$ cat config.mk
export PLATFORM = sky130hd
export DESIGN_NAME = tefr_ctrl
export DESIGN_NICKNAME = d
export VERILOG_FILES = /design/src/hdl/triangle_edge_function_rasterizer_top_macros.svh /design/src/hdl/tefr_pkg.sv /design/src/hdl/tefr_ctrl.sv
export SDC_FILE = /design/constraint.sdc
export NUM_CORES = 1
export LEC_CHECK = 0
export BUFFER_PORTS_ARGS = -buffer_cell sky130_fd_sc_hd__buf_2
export CAP_MARGIN = 40
export CORE_AREA = 8 8 45 47
export DETAILED_ROUTE_END_ITERATION = 8
export DIE_AREA = 0 0 53 55
export GPL_TIMING_DRIVEN = 0
export PLACE_DENSITY = 0.75
export SLEW_MARGIN = 20
export SYNTH_ARGS = -nofsm -noshare
export SYNTH_HDL_FRONTEND = slang
export SYNTH_SLANG_ARGS = --single-unit
export TNS_END_PERCENT = 50
$ cat constraint.sdc
create_clock -name i_clk -period 1.5 [get_ports i_clk]
set_clock_uncertainty 0.05 [all_clocks]
set_input_delay 0.15 -clock i_clk [delete_from_list [all_inputs] [get_ports i_clk]]
set_output_delay 0.15 -clock i_clk [all_outputs]
set_load 0.02 [all_outputs]
$ cat src/hdl/triangle_edge_function_rasterizer_top_macros.svh
// Assertion macros used by the rasterizer top level.
`ifndef TRIANGLE_EDGE_FUNCTION_RASTERIZER_TOP_MACROS_SVH
`define TRIANGLE_EDGE_FUNCTION_RASTERIZER_TOP_MACROS_SVH

// Consequent must hold in the same cycle as the antecedent.
`define TEFR_ASSERT_NOW(label, clk, rst_n, ante, cons) \
    label: assert property (@(posedge clk) disable iff (!rst_n) (ante) |-> (cons)) \
        else $error("rasterizer check failed");

// Consequent must hold in the cycle after the antecedent.
`define TEFR_ASSERT_NXT(label, clk, rst_n, ante, cons) \
    label: assert property (@(posedge clk) disable iff (!rst_n) (ante) |=> (cons)) \
        else $error("rasterizer check failed");

`endif

$ cat src/hdl/tefr_pkg.sv
// Types, constants and codes shared by the rasterizer modules.
`default_nettype none

package tefr_pkg;

    localparam int FRAME_WIDTH_DEF  = 256;
    localparam int FRAME_HEIGHT_DEF = 256;

    localparam int CW   = 12;  // vertex x, y
    localparam int ZW   = 16;  // vertex depth
    localparam int DEPW = 24;  // Q15.8 depth
    localparam int EW   = 13;  // vertex x, y differences
    localparam int EZW  = 17;  // vertex depth differences
    localparam int OW   = 14;  // pixel to vertex offsets
    localparam int MW   = 30;  // partial products of the normal
    localparam int NW   = 31;  // normal components
    localparam int WW   = 28;  // edge function values
    localparam int PW   = 46;  // plane numerator
    localparam int FRAC = 8;
    localparam int NUMW = PW + FRAC;
    localparam int QB   = 26;  // quotient magnitude bits

    localparam logic signed [DEPW-1:0] DEPTH_MAX = 24'sh7FFFFF;
    localparam logic signed [DEPW-1:0] DEPTH_MIN = 24'sh800000;

    typedef enum logic [1:0] {
        OP_CLEAR = 2'd0,
        OP_DRAW  = 2'd1,
        OP_READ  = 2'd2,
        OP_NONE  = 2'd3
    } t_op;

    typedef struct packed {
        logic [7:0]           read_row;
        logic [7:0]           read_col;
        logic signed [ZW-1:0] cz;
        logic signed [CW-1:0] cy;
        logic signed [CW-1:0] cx;
        logic signed [ZW-1:0] bz;
        logic signed [CW-1:0] by_coord;
        logic signed [CW-1:0] bx;
        logic signed [ZW-1:0] az;
        logic signed [CW-1:0] ay;
        logic signed [CW-1:0] ax;
    } t_in_item;

    typedef enum logic [3:0] {
        ST_CLEAR, ST_IDLE, ST_READ,
        ST_S1, ST_S2, ST_S3, ST_S4, ST_S5, ST_S6,
        ST_PIXEL, ST_DIV, ST_DONE
    } t_state;

    typedef enum logic [2:0] {
        STG_NONE, STG_1, STG_2, STG_3, STG_4, STG_5, STG_6
    } t_stage;

    typedef enum logic [1:0] {
        RES_NONE, RES_ZERO, RES_REJ, RES_READ
    } t_res;

    typedef struct packed {
        logic   capture;
        logic   clr_init;
        logic   clr_step;
        t_stage stage;
        logic   div_start;
        logic   pix_step;
        logic   pix_write;
        logic   res_load;
        t_res   res;
    } t_cmd;

    typedef struct packed {
        logic clr_last;
        logic nz_zero;
        logic box_empty;
        logic in_tri;
        logic last_pix;
        logic div_done;
    } t_stat;

endpackage

`default_nettype wire

$ cat src/hdl/tefr_ctrl.sv
// Rasterizer controller: sequences clear, read and draw requests and unused opcodes.
`default_nettype none

module tefr_ctrl (
    input  logic              i_clk,
    input  logic              i_rst_n,
    input  logic              i_in_valid,
    input  tefr_pkg::t_op     i_op,
    input  logic              i_out_ready,
    input  tefr_pkg::t_stat   i_stat,
    output logic              o_in_ready,
    output logic              o_out_valid,
    output tefr_pkg::t_cmd    o_cmd
);

    tefr_pkg::t_state r_state, n_state;
    tefr_pkg::t_res   r_res, n_res;
    logic             r_out_valid, n_out_valid;

    always_ff @(posedge i_clk) begin
        if (!i_rst_n) begin
            r_state     <= tefr_pkg::ST_CLEAR;
            r_res       <= tefr_pkg::RES_NONE;
            r_out_valid <= 1'b0;
        end else begin
            r_state     <= n_state;
            r_res       <= n_res;
            r_out_valid <= n_out_valid;
        end
    end

    always_comb begin
        n_state     = r_state;
        n_res       = r_res;
        n_out_valid = r_out_valid && !i_out_ready;
        o_cmd       = '0;
        o_cmd.stage = tefr_pkg::STG_NONE;
        o_cmd.res   = r_res;
        o_in_ready  = 1'b0;
        case (r_state)
            tefr_pkg::ST_IDLE: begin
                o_in_ready = 1'b1;
                if (i_in_valid) begin
                    o_cmd.capture = 1'b1;
                    case (i_op)
                        tefr_pkg::OP_CLEAR: begin
                            o_cmd.clr_init = 1'b1;
                            n_res          = tefr_pkg::RES_ZERO;
                            n_state        = tefr_pkg::ST_CLEAR;
                        end
                        tefr_pkg::OP_DRAW: begin
                            n_res   = tefr_pkg::RES_ZERO;
                            n_state = tefr_pkg::ST_S1;
                        end
                        tefr_pkg::OP_READ: begin
                            n_res   = tefr_pkg::RES_READ;
                            n_state = tefr_pkg::ST_READ;
                        end
                        default: begin
                            n_res   = tefr_pkg::RES_ZERO;
                            n_state = tefr_pkg::ST_DONE;
                        end
                    endcase
                end
            end
            tefr_pkg::ST_CLEAR: begin
                o_cmd.clr_step = 1'b1;
                if (i_stat.clr_last) begin
                    n_state = tefr_pkg::ST_DONE;
                end
            end
            tefr_pkg::ST_READ: begin
                n_state = tefr_pkg::ST_DONE;
            end
            tefr_pkg::ST_S1: begin
                o_cmd.stage = tefr_pkg::STG_1;
                n_state     = tefr_pkg::ST_S2;
            end
            tefr_pkg::ST_S2: begin
                o_cmd.stage = tefr_pkg::STG_2;
                n_state     = tefr_pkg::ST_S3;
            end
            tefr_pkg::ST_S3: begin
                o_cmd.stage = tefr_pkg::STG_3;
                n_state     = tefr_pkg::ST_S4;
            end
            tefr_pkg::ST_S4: begin
                o_cmd.stage = tefr_pkg::STG_4;
                // A flat triangle is rejected even when its box misses the frame.
                if (i_stat.nz_zero) begin
                    n_res   = tefr_pkg::RES_REJ;
                    n_state = tefr_pkg::ST_DONE;
                end else if (i_stat.box_empty) begin
                    n_state = tefr_pkg::ST_DONE;
                end else begin
                    n_state = tefr_pkg::ST_S5;
                end
            end
            tefr_pkg::ST_S5: begin
                o_cmd.stage = tefr_pkg::STG_5;
                n_state     = tefr_pkg::ST_S6;
            end
            tefr_pkg::ST_S6: begin
                o_cmd.stage = tefr_pkg::STG_6;
                n_state     = tefr_pkg::ST_PIXEL;
            end
            tefr_pkg::ST_PIXEL: begin
                if (i_stat.in_tri) begin
                    o_cmd.div_start = 1'b1;
                    n_state         = tefr_pkg::ST_DIV;
                end else if (i_stat.last_pix) begin
                    n_state = tefr_pkg::ST_DONE;
                end else begin
                    o_cmd.pix_step = 1'b1;
                end
            end
            tefr_pkg::ST_DIV: begin
                if (i_stat.div_done) begin
                    o_cmd.pix_write = 1'b1;
                    if (i_stat.last_pix) begin
                        n_state = tefr_pkg::ST_DONE;
                    end else begin
                        o_cmd.pix_step = 1'b1;
                        n_state        = tefr_pkg::ST_PIXEL;
                    end
                end
            end
            tefr_pkg::ST_DONE: begin
                // The clearing pass after reset ends here without an answer.
                if (r_res == tefr_pkg::RES_NONE) begin
                    n_state = tefr_pkg::ST_IDLE;
                end else if (!r_out_valid || i_out_ready) begin
                    o_cmd.res_load = 1'b1;
                    n_out_valid    = 1'b1;
                    n_state        = tefr_pkg::ST_IDLE;
                end
            end
            default: begin
                n_state = tefr_pkg::ST_IDLE;
            end
        endcase
    end

    assign o_out_valid = r_out_valid;

endmodule

`default_nettype wire

==> flow_summary.ini <==
[run_status]
status = finished, violations left
violations = setup timing

[synthesis]
ys.flop_type = dfxtp_1
synth_area_um2 = 583.1
synthArstFlopShare_pct = 0
yosys-top-cells-count = 8 x nand2_1, 7 x dfxtp_1, 5 x nor3_1, 4 x a21oi_1, 4 x nor2_1
synth_most_common_cell = nand2_1
ys_seq_area_share_pct = 24.03
synthTopCellsByArea = dfxtp_1 24%, nand2_1 5.2%, nor3_1 4.3%
syn_area_per_cell_um2 = 7.572
syn_nets = 89
postSynthCellCount = 77
synth_edf_count = 0
synth.top_cell.area_share_pct = 24.03
synth_area_leader_cell = dfxtp_1
ys.warnings.count = 0
synth_cell_types = 37
synth-seq-cells = 7

[sta]
hold_violations = 0
drv_slew = 0
fin_tns_setup_ns = -0.01669
max_freq_ghz = 0.6593
relSlewSlack_pct = 74.23
finalCritPeriodShare_pct = 101.1
final.setup.worst_slack_ns = -0.01669
finalSetupViolCount = 1
tightest_slew_ns = 0.3839
grt_setup_unrepaired = true
period_minus_slack_ns = 1.517

[route]
via_count = 750
ant_nets = 0
drc = 0
drt_wl_total_um = 1949
dr.first_iter.drc_count = 24
via_per_inst = 5.597
wl_per_cell_um = 14.54
drtPass1Iterations = 4

[layout]
fin_nets = 131
fin_util_pct = 68.17
regArea_um2 = 152.6
fillerInstances = 108
multiInputGateArea_um2 = 446.7
antenna_cells = 0
area_growth_pct = 61.80
layout-drive-gt1-share_pct = 51.69

[floorplan]
start_util_pct = 42.13
ios = 26
die_area_um2 = 2915
rows = 14
die_w_um = 53
core-area_um2 = 1384
die_h_um = 55

[worst_setup_path]
cp_max_fo = 6
cp_cell_sequence = buf_6, nand2_2, o22a_1, nor4_2, buf_4
slowest_stage = dfxtp_4
rr_startpoint = r_state[1]
required_ns = 1.30
worst-path-buf-inv = 2
r2r_cells = 5
r2r_setup_slack_ns = 0.03
criticalPathCategory = register to output port
regToRegEndpoint = r_state[3]
cp-end-kind = output port
worst_ep_arrival_time_ns = 1.32
start_kind = register
max_stage_delay_ns = 0.39
path_delay_family = flip-flops

[hold_path]
min_path_cells = 3
min_from = i_rst_n
worst_hold_path_type = input pin to register
holdPathEnd = r_state[0]

[global_routing]
globalRouteOverflowTotal = 0
grt_max_degree = 11
grt_use_total_pct = 13.83
grt_antenna_before_repair = 0
grt_pass1_vias = 708
grt_first_pass_wirelength_um = 3125

[clocking]
hold_buffers = 0
cts_tree = done
htreeDepth = 1
cts_made_buffers = 3
cts_buffer_depth = 2
cts_root_buf = clkbuf_4
worst_skew_pair.late_latency_ns = 0.25
clk_pin_slew_worst_paths_ns = 0.05
cts_sinks = 7

[placement]
hpwl_um = 1343
io_buffer_count = 25
gp_congestion = 0.8662

[power_and_ir_drop]
vdd_ir_drop_max_mv = 1.033
power_density_nw_per_um2 = 1832
leakage_nw = 0.4457

[flow_run]
drv_cap = 0
routing by layer:
metal / vias to the layer above / wire (µm) / track usage (%)
met2: 26 / 1021 / 23.24
met4: 0 / 39 / 8.190
li1: 371 / - / -
met3: 4 / 84 / 1.872
met5: - / 0 / 0
met1: 349 / 804 / 16.44
worst max-delay path by stage:
stage                    start        end  slack (ns)  depth (start not counted)
floorplan           r_state[0]  o_cmd[10]       -0.11                          4
finish              r_state[1]   o_cmd[4]       -0.02                          5
global placement    r_state[0]  o_cmd[10]     -0.0003                          5
global route        r_state[0]  o_cmd[10]       -0.09                          5
CTS                 r_state[1]  o_cmd[10]       -0.04                          5
detailed placement  r_state[0]  o_cmd[10]      -0.008                          5
tightest hold or removal path, stage by stage:
cell and delay, ns:
buf_2 0.13, nand2_1 0.06, a31oi_1 0.03
kinds of logic (layout without fill, tap and decap cells):
| kind of cell | Yosys count | after routing | synth area share, % |
|---|---|---|---|
| multiplexers | 2 | 2 | 3.434 |
| flip-flops | 7 | 7 | 24.03 |
| buffers and inverters | 8 | 49 | 7.080 |
| AND/OR/NAND/NOR | 38 | 38 | 38.20 |
| AO/OA/AOI/OAI | 22 | 22 | 27.25 |
what timing repair did:
action,4_1_cts,5_1_grt
setup buffers,7,5
setup endpoints to repair,11,11
pin swaps,6,2
resized for setup,19,7
gates cloned,0,0
per-stage QoR:
stage / hold WS [ns] / instance area (µm²) / setup slack (ns) / power, mW / std cells
2_1_floorplan: 0.2162 / 589.3 / -0.1136 / 0.9455 / 77
3_3_place_gp: 0.3778 / 734.5 / -0.0003162 / 1.165 / 118
3_5_place_dp: 0.3837 / 734.5 / -0.008143 / 1.180 / 118
4_1_cts: 0.1060 / 864.6 / -0.04422 / 1.566 / 129
5_1_grt: 0.1216 / 943.4 / -0.08556 / 1.855 / 134
6_report: 0.1120 / 943.4 / -0.01669 / 1.728 / 134
report_power, final:
group / leakage, nW / internal (mW) / switching (mW)
Clock: 0.0150 / 0.101 / 0.0676
Combinational: 0.371 / 0.605 / 0.610
Sequential: 0.0596 / 0.259 / 0.0847
Total: 0.446 / 0.966 / 0.763
state kept, by name, summed over array words and instances (netlist names):
signal / flops
o_out_valid: 1
r_state: 4
r_res: 2
cell type report:
class / count / area share (%)
Timing Repair Buffer: 37 / 25.46
Inverter: 3 / 1.194
Multi-Input combinational cell: 62 / 47.35
Buffer: 5 / 4.907
Sequential cell: 7 / 16.18
Clock buffer: 4 / 2.785
Tap cell: 16 / 2.122
placed cells by master, fill, tap and decap left out, types with 4 or more instances in the layout:
| master | synthesis | final |
|---|---|---|
| nor2_1 | 4 | 4 |
| nand2_1 | 8 | 7 |
| a21oi_1 | 4 | 4 |
| buf_4 | 2 | 17 |
| buf_2 | 3 | 21 |
| nor3_1 | 5 | 4 |
(Power assumes the default switching activity.)
